$ cat config.mk
export PLATFORM = sky130hd
export DESIGN_NAME = multi_file_xor_rotate_checksum
export DESIGN_NICKNAME = d
export VERILOG_FILES = /design/src/rtl/xrc_pkg.sv /design/src/rtl/multi_file_xor_rotate_checksum.sv /design/src/rtl/xrc_in_reg.sv /design/src/rtl/xrc_core.sv /design/src/rtl/xrc_out_reg.sv
export SDC_FILE = /design/constraint.sdc
export NUM_CORES = 1
export LEC_CHECK = 0
export BUFFER_PORTS_ARGS = -buffer_cell sky130_fd_sc_hd__buf_2
export CAP_MARGIN = 20
export CELL_PAD_IN_SITES_DETAIL_PLACEMENT = 1
export CELL_PAD_IN_SITES_GLOBAL_PLACEMENT = 1
export CORE_MARGIN = 1.5
export CORE_UTILIZATION = 47
export CTS_CLUSTER_SIZE = 24
export DETAILED_ROUTE_END_ITERATION = 10
export GPL_ROUTABILITY_DRIVEN = 0
export GPL_TIMING_DRIVEN = 0
export MAX_ROUTING_LAYER = met4
export PLACE_DENSITY_LB_ADDON = 0.15
export SETUP_SLACK_MARGIN = 0.05
export SLEW_MARGIN = 25
export SYNTH_ARGS = -nofsm -noshare
export SYNTH_HDL_FRONTEND = slang
export SYNTH_SLANG_ARGS = --single-unit
$ cat constraint.sdc
create_clock -name clk -period 4.4 [get_ports clk]
set_clock_uncertainty 0.2 [all_clocks]
set_input_delay 0.44 -clock clk [delete_from_list [all_inputs] [get_ports clk]]
set_output_delay 0.44 -clock clk [all_outputs]
set_load 0.1 [all_outputs]
$ cat src/rtl/xrc_pkg.sv
package xrc_pkg;

  localparam int unsigned WordW   = 32;
  localparam int unsigned ByteW   = 8;
  localparam int unsigned PendW   = 24;
  localparam int unsigned RotAmt  = 3;
  localparam logic [WordW-1:0] SealConst = 32'h03F1_379E;

  typedef enum logic [1:0] {
    REQ_DATA   = 2'd0,
    REQ_SEAL   = 2'd1,
    REQ_FINISH = 2'd2
  } req_t;

  typedef struct packed {
    logic [1:0]       req_type;
    logic [ByteW-1:0] data_byte;
    logic             end_of_file;
  } xrc_item_t;

  typedef struct packed {
    logic [WordW-1:0] checksum;
    logic             open_file_error;
  } xrc_result_t;

  function automatic logic [WordW-1:0] rotl3(input logic [WordW-1:0] x);
    rotl3 = {x[WordW-RotAmt-1:0], x[WordW-1:WordW-RotAmt]};
  endfunction

endpackage

$ cat src/rtl/multi_file_xor_rotate_checksum.sv
// multi-file xor-rotate checksum
// input channel: in_valid/in_ready with one word per request; in_req_type
//   selects a data byte (in_data_byte, in_end_of_file marks the last byte
//   of a file), a seal, or a finish that emits the checksum
// result channel: out_valid/out_ready with out_checksum and
//   out_open_file_error; only a finish produces a result word
// result path: a finish passes the input register, then the state is read
//   into the result register
// throughput: one input word per cycle while no finish waits on a
//   held result; the state update is one rotate-xor chain of at most
//   four steps between the input register and the state registers
// reset: all file and running state returns to zero, both channels empty
// stall: a held result blocks only the next finish; data bytes and seals
//   keep flowing; once the input register holds a finish behind a held
//   result, in_ready drops until out_ready frees the result register
module multi_file_xor_rotate_checksum (
  input  logic        clk,
  input  logic        rst_n,
  input  logic        in_valid,
  output logic        in_ready,
  input  logic [1:0]  in_req_type,
  input  logic [7:0]  in_data_byte,
  input  logic        in_end_of_file,
  output logic        out_valid,
  input  logic        out_ready,
  output logic [31:0] out_checksum,
  output logic        out_open_file_error
);
  import xrc_pkg::*;

  logic        take;
  logic        item_valid;
  xrc_item_t   item;
  logic        out_room;
  logic        res_valid;
  xrc_result_t res;

  xrc_in_reg u_in_reg (
    .clk            (clk),
    .rst_n          (rst_n),
    .in_valid       (in_valid),
    .in_ready       (in_ready),
    .in_req_type    (in_req_type),
    .in_data_byte   (in_data_byte),
    .in_end_of_file (in_end_of_file),
    .take_i         (take),
    .item_valid_o   (item_valid),
    .item_o         (item)
  );

  xrc_core u_core (
    .clk          (clk),
    .rst_n        (rst_n),
    .item_valid_i (item_valid),
    .item_i       (item),
    .out_room_i   (out_room),
    .take_o       (take),
    .res_valid_o  (res_valid),
    .res_o        (res)
  );

  xrc_out_reg u_out_reg (
    .clk                 (clk),
    .rst_n               (rst_n),
    .res_valid_i         (res_valid),
    .res_i               (res),
    .out_room_o          (out_room),
    .out_valid           (out_valid),
    .out_ready           (out_ready),
    .out_checksum        (out_checksum),
    .out_open_file_error (out_open_file_error)
  );

endmodule

$ cat src/rtl/xrc_in_reg.sv
module xrc_in_reg (
  input  logic              clk,
  input  logic              rst_n,
  input  logic              in_valid,
  output logic              in_ready,
  input  logic [1:0]        in_req_type,
  input  logic [7:0]        in_data_byte,
  input  logic              in_end_of_file,
  input  logic              take_i,
  output logic              item_valid_o,
  output xrc_pkg::xrc_item_t item_o
);
  import xrc_pkg::*;

  logic      valid_r;
  xrc_item_t item_r;

  assign in_ready     = !valid_r || take_i;
  assign item_valid_o = valid_r;
  assign item_o       = item_r;

  always_ff @(posedge clk) begin
    if (!rst_n) begin
      valid_r <= 1'b0;
    end else if (in_ready) begin
      valid_r <= in_valid;
    end
  end

  always_ff @(posedge clk) begin
    if (in_valid && in_ready) begin
      item_r.req_type    <= in_req_type;
      item_r.data_byte   <= in_data_byte;
      item_r.end_of_file <= in_end_of_file;
    end
  end

endmodule

$ cat src/rtl/xrc_core.sv
module xrc_core (
  input  logic                clk,
  input  logic                rst_n,
  input  logic                item_valid_i,
  input  xrc_pkg::xrc_item_t  item_i,
  input  logic                out_room_i,
  output logic                take_o,
  output logic                res_valid_o,
  output xrc_pkg::xrc_result_t res_o
);
  import xrc_pkg::*;

  logic [WordW-1:0] v_r, v_nxt;
  logic             sealed_r, sealed_nxt;
  logic [WordW-1:0] hash_r, hash_nxt;
  logic [PendW-1:0] pbytes_r, pbytes_nxt;
  logic [1:0]       pcnt_r, pcnt_nxt;
  logic             open_r, open_nxt;
  logic             err_r, err_nxt;

  logic [WordW-1:0] hash_eff;
  logic [PendW-1:0] pbytes_eff;
  logic [1:0]       pcnt_eff;
  logic [WordW-1:0] fold;
  logic [WordW-1:0] fhash;
  logic             is_finish;

  // an idle file always holds zeros, gating keeps that explicit
  assign hash_eff   = open_r ? hash_r : '0;
  assign pbytes_eff = open_r ? pbytes_r : '0;
  assign pcnt_eff   = open_r ? pcnt_r : 2'd0;

  assign is_finish   = (item_i.req_type == REQ_FINISH);
  assign take_o      = item_valid_i && (!is_finish || out_room_i);
  assign res_valid_o = item_valid_i && is_finish && out_room_i;
  assign res_o.checksum        = v_r;
  assign res_o.open_file_error = err_r || open_r;

  // tail fold of up to two held bytes and the last byte
  always_comb begin
    fold = hash_eff;
    for (int k = 0; k < 2; k++) begin
      if (2'(k) < pcnt_eff) begin
        fold = rotl3(fold ^ {{(WordW-ByteW){1'b0}}, pbytes_eff[8*k +: 8]});
      end
    end
    fold = rotl3(fold ^ {{(WordW-ByteW){1'b0}}, item_i.data_byte});
  end

  always_comb begin
    v_nxt      = v_r;
    sealed_nxt = sealed_r;
    hash_nxt   = hash_r;
    pbytes_nxt = pbytes_r;
    pcnt_nxt   = pcnt_r;
    open_nxt   = open_r;
    err_nxt    = err_r;
    fhash      = hash_eff;
    if (take_o) begin
      case (item_i.req_type)
        REQ_DATA: begin
          pbytes_nxt = pbytes_eff;
          pcnt_nxt   = pcnt_eff;
          open_nxt   = 1'b1;
          if (pcnt_eff == 2'd3) begin
            fhash      = rotl3(hash_eff ^ {item_i.data_byte, pbytes_eff});
            pbytes_nxt = '0;
            pcnt_nxt   = 2'd0;
          end else if (item_i.end_of_file) begin
            fhash = fold;
          end else begin
            case (pcnt_eff)
              2'd0:    pbytes_nxt[7:0]   = item_i.data_byte;
              2'd1:    pbytes_nxt[15:8]  = item_i.data_byte;
              default: pbytes_nxt[23:16] = item_i.data_byte;
            endcase
            pcnt_nxt = pcnt_eff + 2'd1;
          end
          hash_nxt = fhash;
          if (item_i.end_of_file) begin
            v_nxt      = sealed_r ? rotl3(v_r ^ fhash) : (v_r ^ fhash);
            hash_nxt   = '0;
            pbytes_nxt = '0;
            pcnt_nxt   = 2'd0;
            open_nxt   = 1'b0;
          end
        end
        REQ_SEAL: begin
          if (open_r) begin
            err_nxt = 1'b1;
          end
          hash_nxt   = '0;
          pbytes_nxt = '0;
          pcnt_nxt   = 2'd0;
          open_nxt   = 1'b0;
          v_nxt      = rotl3(rotl3(v_r) ^ SealConst);
          sealed_nxt = 1'b1;
        end
        REQ_FINISH: begin
          v_nxt      = '0;
          sealed_nxt = 1'b0;
          hash_nxt   = '0;
          pbytes_nxt = '0;
          pcnt_nxt   = 2'd0;
          open_nxt   = 1'b0;
          err_nxt    = 1'b0;
        end
        default: begin
        end
      endcase
    end
  end

  always_ff @(posedge clk) begin
    if (!rst_n) begin
      v_r      <= '0;
      sealed_r <= 1'b0;
      hash_r   <= '0;
      pbytes_r <= '0;
      pcnt_r   <= 2'd0;
      open_r   <= 1'b0;
      err_r    <= 1'b0;
    end else begin
      v_r      <= v_nxt;
      sealed_r <= sealed_nxt;
      hash_r   <= hash_nxt;
      pbytes_r <= pbytes_nxt;
      pcnt_r   <= pcnt_nxt;
      open_r   <= open_nxt;
      err_r    <= err_nxt;
    end
  end

endmodule

$ cat src/rtl/xrc_out_reg.sv
module xrc_out_reg (
  input  logic                 clk,
  input  logic                 rst_n,
  input  logic                 res_valid_i,
  input  xrc_pkg::xrc_result_t res_i,
  output logic                 out_room_o,
  output logic                 out_valid,
  input  logic                 out_ready,
  output logic [31:0]          out_checksum,
  output logic                 out_open_file_error
);
  import xrc_pkg::*;

  logic        valid_r;
  xrc_result_t res_r;

  assign out_room_o          = !valid_r || out_ready;
  assign out_valid           = valid_r;
  assign out_checksum        = res_r.checksum;
  assign out_open_file_error = res_r.open_file_error;

  always_ff @(posedge clk) begin
    if (!rst_n) begin
      valid_r <= 1'b0;
    end else if (out_room_o) begin
      valid_r <= res_valid_i;
    end
  end

  always_ff @(posedge clk) begin
    if (res_valid_i && out_room_o) begin
      res_r <= res_i;
    end
  end

endmodule
==> flow_summary.yaml, run 1 <==
synthesis:
  synth-seq-cells: 139
  synthesis.nets: 996
  synth.area.top_cells: "dfxtp_1 23%, edfxtp_1 16%, a21oi_1 5.2%, nor2_1 5.1%, o21ai_0 3.9%"
  synth_edf_count: 44
  synth_cell_types: 79
  syn_inst: 974
  yosysSeqAreaShare_pct: 39.0
  synth_ff_type: "dfxtp_1"
  yosysTopAreaCellShare_pct: 23.0
  synth_area_sq_um: 8260
  yosysWarningCount: 0
  syn_area_per_cell_sq_um: 8.48
  async_reset_ff_share_pct: 0
  synth_top_area_cell: "dfxtp_1"
floorplanning:
  die_h_microns: 136
  ios: 50
  die-width_microns: 136
  core_sq_um: 17200
  start_util_pct: 47.9
  num_rows: 48
  dieArea_sq_um: 18400
route:
  viasPerCell: 6.68
  drt_iter0_drc: 973
  totalWireLength_mm: 33.7
  vias: 8642
  dr.pass1.iters: 5
  avgRoutedWirePerCell_microns: 26.1
  ant_nets: 0
  drc_errors: 0
clock_tree:
  cts_tree: "yes"
  cts-root-buf: "clkbuf_16"
  numCtsBuffers: 17
  cts.sinks: 139
  insertion_delay_ns: 0.45
  clk_pin_slew_ns: 0.06
  clk_path_buf_depth: 2
  htreeDepth: 4
sta:
  maxSlewViolCount: 0
  whs_ns: 0.0949
  timing.final.crit_share_pct: 97.8
  slew_headroom_pct: 32.4
  fin_ws_ns: 0.0984
  rsz0062_at_grt: "no"
  period_needed_ns: 4.30
  hold_viol: 0
  clock.fmax_mhz: 232
  setup_viol: 0
  worst_slew_pin_slew_ns: 1.01
worst_setup_path:
  required_ns: 4.53
  end_kind: "flop"
  cp.arrival_ns: 4.43
  r2r_cells: 17
  cp-start-kind: "flop"
  path_class: "reg -> reg"
  crit_fanout: 10
cells_and_area:
  syn2layout_area_growth_pct: 16.2
  antennaDiodeCount: 0
  final_nets: 1079
  stdcell_area_sq_um: 9600
  instances_no_fill: 1294
  regArea_sq_um: 3220
  multiInputGateArea_sq_um: 4700
  drive_gt1_share_pct: 14.0
  nFillCells: 2084
power:
  power_density_nw_per_um2: 332
  p_leak_uw: 0.00353
  total_power_uw: 3190
  peakVddDrop_mv: 0.295
place:
  portBuffers: 48
  dpl_cell_area_sq_um: 8810
  dpl.hpwl_mm: 24.2
  pre_cts_slack_ns: -0.301
  placedCellCount: 1248
global_routing:
  antenna_found_initial: 0
  grt_pass1_wl_mm: 51.1
  grt-ovfl-total: 0
  grt_pass1_vias: 8666
  grt_max_degree: 29
  track_usage_pct: 38.9
min_path:
  hp-class: "in -> reg"
  hold_path_depth: 3
run:
  maxCapViolations: 0
run_status:
  outcome: "completed"
power by group:
part,internal (uW),switching (uW),leakage (uW)
Combinational,93.1,251,0.00208
Sequential,1360,51.2,0.00119
Clock,836,603,0.000263
Total,2290,905,0.00353
stage by stage:
step / TNS (ns) / util, %
6_report: 0 / 55.7
5_1_grt: 0 / 55.7
4_1_cts: 0 / 55.2
3_5_place_dp: -1.64 / 51.1
3_3_place_gp: -1.50 / 50.9
2_1_floorplan: 0 / -
kinds of logic after synthesis:
logic type / synth area share [%]
and+or+nand+nor: 19.2
xor gates and xnor gates: 7.12
adders and majority gates: 1.06
buffers and inverters: 4.88
DFF: 39.0
muxes: 1.85
AOI/OAI and AO/OA: 26.9
sequential cells by signal, indices dropped and copies added (netlist names):
| signal | count |
|---|---|
| u_core.hash_r | 32 |
| u_core.v_r | 32 |
| u_out_reg.out_checksum | 32 |
| u_out_reg.out_valid | 1 |
| u_core.pbytes_r | 24 |
| u_out_reg.out_open_file_error | 1 |
| u_core.err_r | 1 |
| u_core.sealed_r | 1 |
| u_in_reg.item_o | 11 |
| u_core.open_r | 1 |
| u_in_reg.item_valid_o | 1 |
| u_core.pcnt_r | 2 |
timing repair:
item	in CTS	in global routing
setup endpoints to repair	19	17
pin swaps	0	2
gates resized for setup	8	12
hold buffers	11	0
buffers inserted	0	4
endpoints found under the hold margin	11	0
metal layers:
metal	global-route usage, %	routed length [microns]
met5	-	0
met2	58.8	15100
met3	8.42	2920
met4	23.2	1910
met1	47.6	13800
cells in the mapped netlist, types with 8 or more instances:
cell	instances
nor2_1	113
dfxtp_1	95
a21oi_1	86
nand2_1	71
o21ai_0	65
clkbuf_1	46
edfxtp_1	44
a22oi_1	43
xor2_1	30
xnor2_1	26
nand3_1	25
buf_2	22
o22ai_1	18
inv_1	17
or3_1	17
o211ai_1	15
mux2i_1	13
nor2b_1	13
nor3_1	13
o221ai_1	13
or2_2	12
nand2b_1	10
and3_1	9
a221oi_1	8
placed cells by master, fill, tap and decap left out, drive strengths merged, types with 31 or more instances in the layout:
| master | netlist | routed |
|---|---|---|
| nand2 | 72 | 72 |
| xor2 | 31 | 31 |
| a21oi | 86 | 86 |
| clkbuf | 46 | 70 |
| edfxtp | 44 | 44 |
| buf | 31 | 79 |
| a22oi | 43 | 43 |
| nor2 | 113 | 113 |
| dfxtp | 95 | 95 |
| o21ai | 69 | 69 |
path summary, 6_finish.rpt:
| check | from | to | slack (ns) |
|---|---|---|---|
| setup / recovery | u_core.open_r$_SDFFE_PN0P_ | u_core.v_r[4]$_SDFFE_PN0P_ | 0.1 |
| hold / removal | in_valid | u_in_reg.item_valid_o$_SDFFE_PN0N_ | 0.09 |
| setup reg to reg | u_core.open_r$_SDFFE_PN0P_ | u_core.v_r[4]$_SDFFE_PN0P_ | 0.1 |
| hold reg to reg | u_core.v_r[9]$_SDFFE_PN0P_ | u_out_reg.out_checksum[9]$_DFFE_PP_ | 0.23 |
worst max-delay path, stage by stage (launching register included):
cell and delay, ns:
dfxtp_1 0.39, clkbuf_4 0.27, clkbuf_4 0.25, buf_4 0.25
buf_4 0.26, nand2_1 0.10, inv_1 0.15, ha_1 0.22
buf_2 0.25, clkbuf_4 0.28, clkbuf_4 0.29, nor3b_1 0.08
o21ai_0 0.21, o211ai_1 0.35, xnor2_1 0.27, o22ai_1 0.11
nor2_1 0.14, o22ai_1 0.08
final cells by class:
| cell class | instances | area share (%) |
|---|---|---|
| plain buffers | 77 | 3.62 |
| multi-input cells | 738 | 48.9 |
| well taps | 225 | 2.93 |
| clock inverters | 12 | 1.47 |
| repair buffers | 64 | 4.17 |
| clock buffers | 19 | 4.51 |
| inverters | 20 | 0.782 |
| flip-flops and latches | 139 | 33.6 |
Note: power is estimated with default switching activity, not from simulation.
==> run 2: changes to the inputs <==
Settings changed: CORE_MARGIN 1.5 to unset, SYNTH_HIERARCHICAL set to 1.
==> run 2 against run 1 <==
Against the previous run:
- hold slack worse by 0.038 ns
- sequential share of layout area up 0.79 points
- register-to-register slack gained 0.07 ns
- combinational power up 13%
- sequential power about the same
- cell count decreased by 3.4%
- global-route usage down 0.38 points
- fmax grew 1.7%
- clock power shrank 4%
- cell area decreased by 2.3%
- die area down 2.5%
- core utilization grew 0.27 points
- critical path type unchanged
- largest cell class unchanged
==> flow_summary.yaml, run 2 <==
run_status:
  outcome: "completed"
cells_and_area:
  nFillCells: 2006
  final_nets: 1038
  final_common_cell: "nor2_1"
  drive_gt1_share_pct: 13.5
  final_cell_mix: "112 x nor2_1, 95 x dfxtp_1, 81 x a21oi_1, 69 x buf_2, 65 x nand2_1"
  antennaDiodeCount: 0
  syn2layout_area_growth_pct: 14.8
route:
  totalWireLength_mm: 32.8
  vias: 8397
  viasPerCell: 6.72
  drc_errors: 0
  ant_nets: 0
  drt_iter0_drc: 1131
  dr.pass1.iters: 6
  avgRoutedWirePerCell_microns: 26.3
worst_setup_path:
  reg2reg_from: "u_core/open_r$_SDFFE_PN0P_"
  crit_top_cell: "buf_2"
  r2r_cells: 13
  slowest_delay_ns: 0.62
  end_kind: "flop"
  cp.arrival_ns: 4.34
  critPathLaunch: "u_core/open_r$_SDFFE_PN0P_"
  path_class: "reg -> reg"
  crit_slowest_cell: "clkbuf_1"
  crit_fanout: 10
  cpLargestDelayFamily: "buffers and inverters"
  cp-start-kind: "flop"
  path_buf_inv: 6
  required_ns: 4.51
  rrSetupSlack_ns: 0.17
  rr_endpoint: "u_core/v_r[19]$_SDFFE_PN0P_"
  path_cells: "buf_2 > clkbuf_1 > nand2_1 > inv_1 > ha_1 > buf_2 > buf_2 > clkbuf_1 > a211oi_1 > a21oi_2 > xnor2_1 > a211oi_1 > o2bb2ai_1"
place:
  pre_cts_slack_ns: 0.226
  portBuffers: 49
  dpl.hpwl_mm: 22.9
clock_tree:
  cts.sinks: 139
  numCtsBuffers: 17
  clk_pin_slew_ns: 0.06
  post-cts-setup-buffers: 0
  clk_path_buf_depth: 2
  cts_tree: "yes"
  htreeDepth: 4
  insertion_delay_ns: 0.43
  cts-root-buf: "clkbuf_16"
min_path:
  hp-class: "in -> reg"
  hold_path_depth: 3
  min_from: "in_valid"
  worstHoldEndpoint: "u_in_reg/item_valid_o$_SDFFE_PN0P_"
synthesis:
  syn_area_per_cell_sq_um: 8.72
  synth_cell_types: 85
  synth_edf_count: 44
  yosysTopAreaCellShare_pct: 23.3
  synth_ff_type: "dfxtp_1"
  synth-seq-cells: 139
  synth_top_area_cell: "dfxtp_1"
  synth_most_common_cell: "nor2_1"
  synth.area.top_cells: "dfxtp_1 23%, edfxtp_1 16%, nor2_1 5.1%, a21oi_1 5.0%, a22oi_1 4.8%"
  syn_inst: 937
  yosysSeqAreaShare_pct: 39.4
  async_reset_ff_share_pct: 0
  yosysWarningCount: 6
  synth_area_sq_um: 8170
  synth.top_cells.by_count: "112 x nor2_1, 95 x dfxtp_1, 82 x a21oi_1"
  synthesis.nets: 958
sta:
  clock.fmax_mhz: 236
  timing.final.crit_share_pct: 96.2
  fin_ws_ns: 0.169
  tns_ns: 0
  maxSlewViolCount: 0
  rsz0062_at_grt: "no"
  slew_headroom_pct: 37.7
  worst_slew_pin_slew_ns: 0.928
  hold_viol: 0
  period_needed_ns: 4.23
  setup_viol: 0
global_routing:
  antenna_found_initial: 0
  grt_pass1_wl_mm: 49.8
  grt-ovfl-total: 0
  grt_pass1_vias: 8531
  track_usage_pct: 38.5
  grt_max_degree: 34
power:
  p_leak_uw: 0.00351
  clock_power_share_pct: 43.7
  comb_power_share_pct: 12.3
  power_density_nw_per_um2: 335
  swShare_pct: 30.5
  peakVddDrop_mv: 0.283
  seqPwrFrac_pct: 44.0
  internal-power_uw: 2190
  net-switching-power_uw: 958
floorplanning:
  ios: 50
  core_sq_um: 16800
  die-width_microns: 134
  start_util_pct: 48.8
  dieArea_sq_um: 17900
  die_h_microns: 134
  num_rows: 47
run:
  maxCapViolations: 0
-- run 2: worst max-delay path by stage --
stage                                  endpoint  depth (start not counted)
detailed placement   u_core/v_r[4]$_SDFFE_PN0P_                         14
global route         u_core/v_r[4]$_SDFFE_PN0P_                         14
CTS                  u_core/v_r[4]$_SDFFE_PN0P_                         14
floorplan            u_core/v_r[9]$_SDFFE_PN0P_                         13
finish              u_core/v_r[19]$_SDFFE_PN0P_                         13
global placement     u_core/v_r[4]$_SDFFE_PN0P_                         14
-- run 2: cell type report --
class / instances / area (sq um) / share of cell area (%)
timing repair buffer: 61 / 363 / 3.87
tap: 220 / 275 / 2.93
inverter: 20 / 75.1 / 0.800
multi-input combinational: 705 / 4570 / 48.7
buffer: 73 / 318 / 3.39
clock buffer: 17 / 425 / 4.54
sequential: 139 / 3220 / 34.4
clock inverter: 15 / 130 / 1.39
-- run 2: power groups by stage --
| stage | sequential (uW) | clock [uW] | combinational [uW] |
|---|---|---|---|
| global route | 1390 | 1440 | 405 |
| CTS | 1380 | 1400 | 372 |
| floorplan | 1440 | 0 | 202 |
| finish | 1380 | 1380 | 388 |
| global placement | 1410 | 0 | 353 |
| detailed placement | 1410 | 0 | 361 |
-- run 2: worst register-to-register path: stages (launching register included) --
cell	delay [ns]
dfxtp_1	0.32
buf_2	0.21
clkbuf_1	0.57
nand2_1	0.35
inv_1	0.13
ha_1	0.17
buf_2	0.22
buf_2	0.32
clkbuf_1	0.63
a211oi_1	0.13
a21oi_2	0.35
xnor2_1	0.14
a211oi_1	0.27
o2bb2ai_1	0.10
-- run 2: repair_timing --
action / in CTS / in global routing
endpoints found under the hold margin: 11 / 0
gates resized for setup: 0 / 1
hold buffers: 11 / 0
setup endpoints to repair: 0 / 2
-- run 2: kinds of logic (layout without fill, tap and decap cells) --
| logic type | after synthesis | in the layout | synth area share [%] |
|---|---|---|---|
| xor gates and xnor gates | 63 | 63 | 7.01 |
| muxes | 44 | 44 | 5.63 |
| AOI/OAI and AO/OA | 321 | 321 | 26.6 |
| buffers and inverters | 93 | 186 | 4.81 |
| DFF | 139 | 139 | 39.4 |
| adders and majority gates | 6 | 6 | 0.919 |
| and+or+nand+nor | 271 | 271 | 15.6 |
-- run 2: layer usage --
metal  up-vias  global-route usage [%]  wire, microns
li1       3603                       -              -
met1      4103                    46.6          12800
met2       536                    59.7          15000
met3       155                    6.95           3040
met4         0                    23.6           1990
met5         -                       -              0
-- run 2: metrics by stage --
| step | utilization (%) | hold slack, ns | area, sq um | power [uW] | instances |
|---|---|---|---|---|---|
| final | 56.0 | 0.0571 | 9380 | 3150 | 1250 |
| after CTS | 55.8 | 0.0452 | 9360 | 3150 | 1249 |
| after global routing | 56.0 | 0.0556 | 9380 | 3230 | 1250 |
| after detailed placement | 51.9 | 0.304 | 8690 | 1770 | 1206 |
| after floorplan | - | 0.247 | 8170 | 1640 | 937 |
| after global placement | 51.9 | 0.289 | 8690 | 1760 | 1206 |
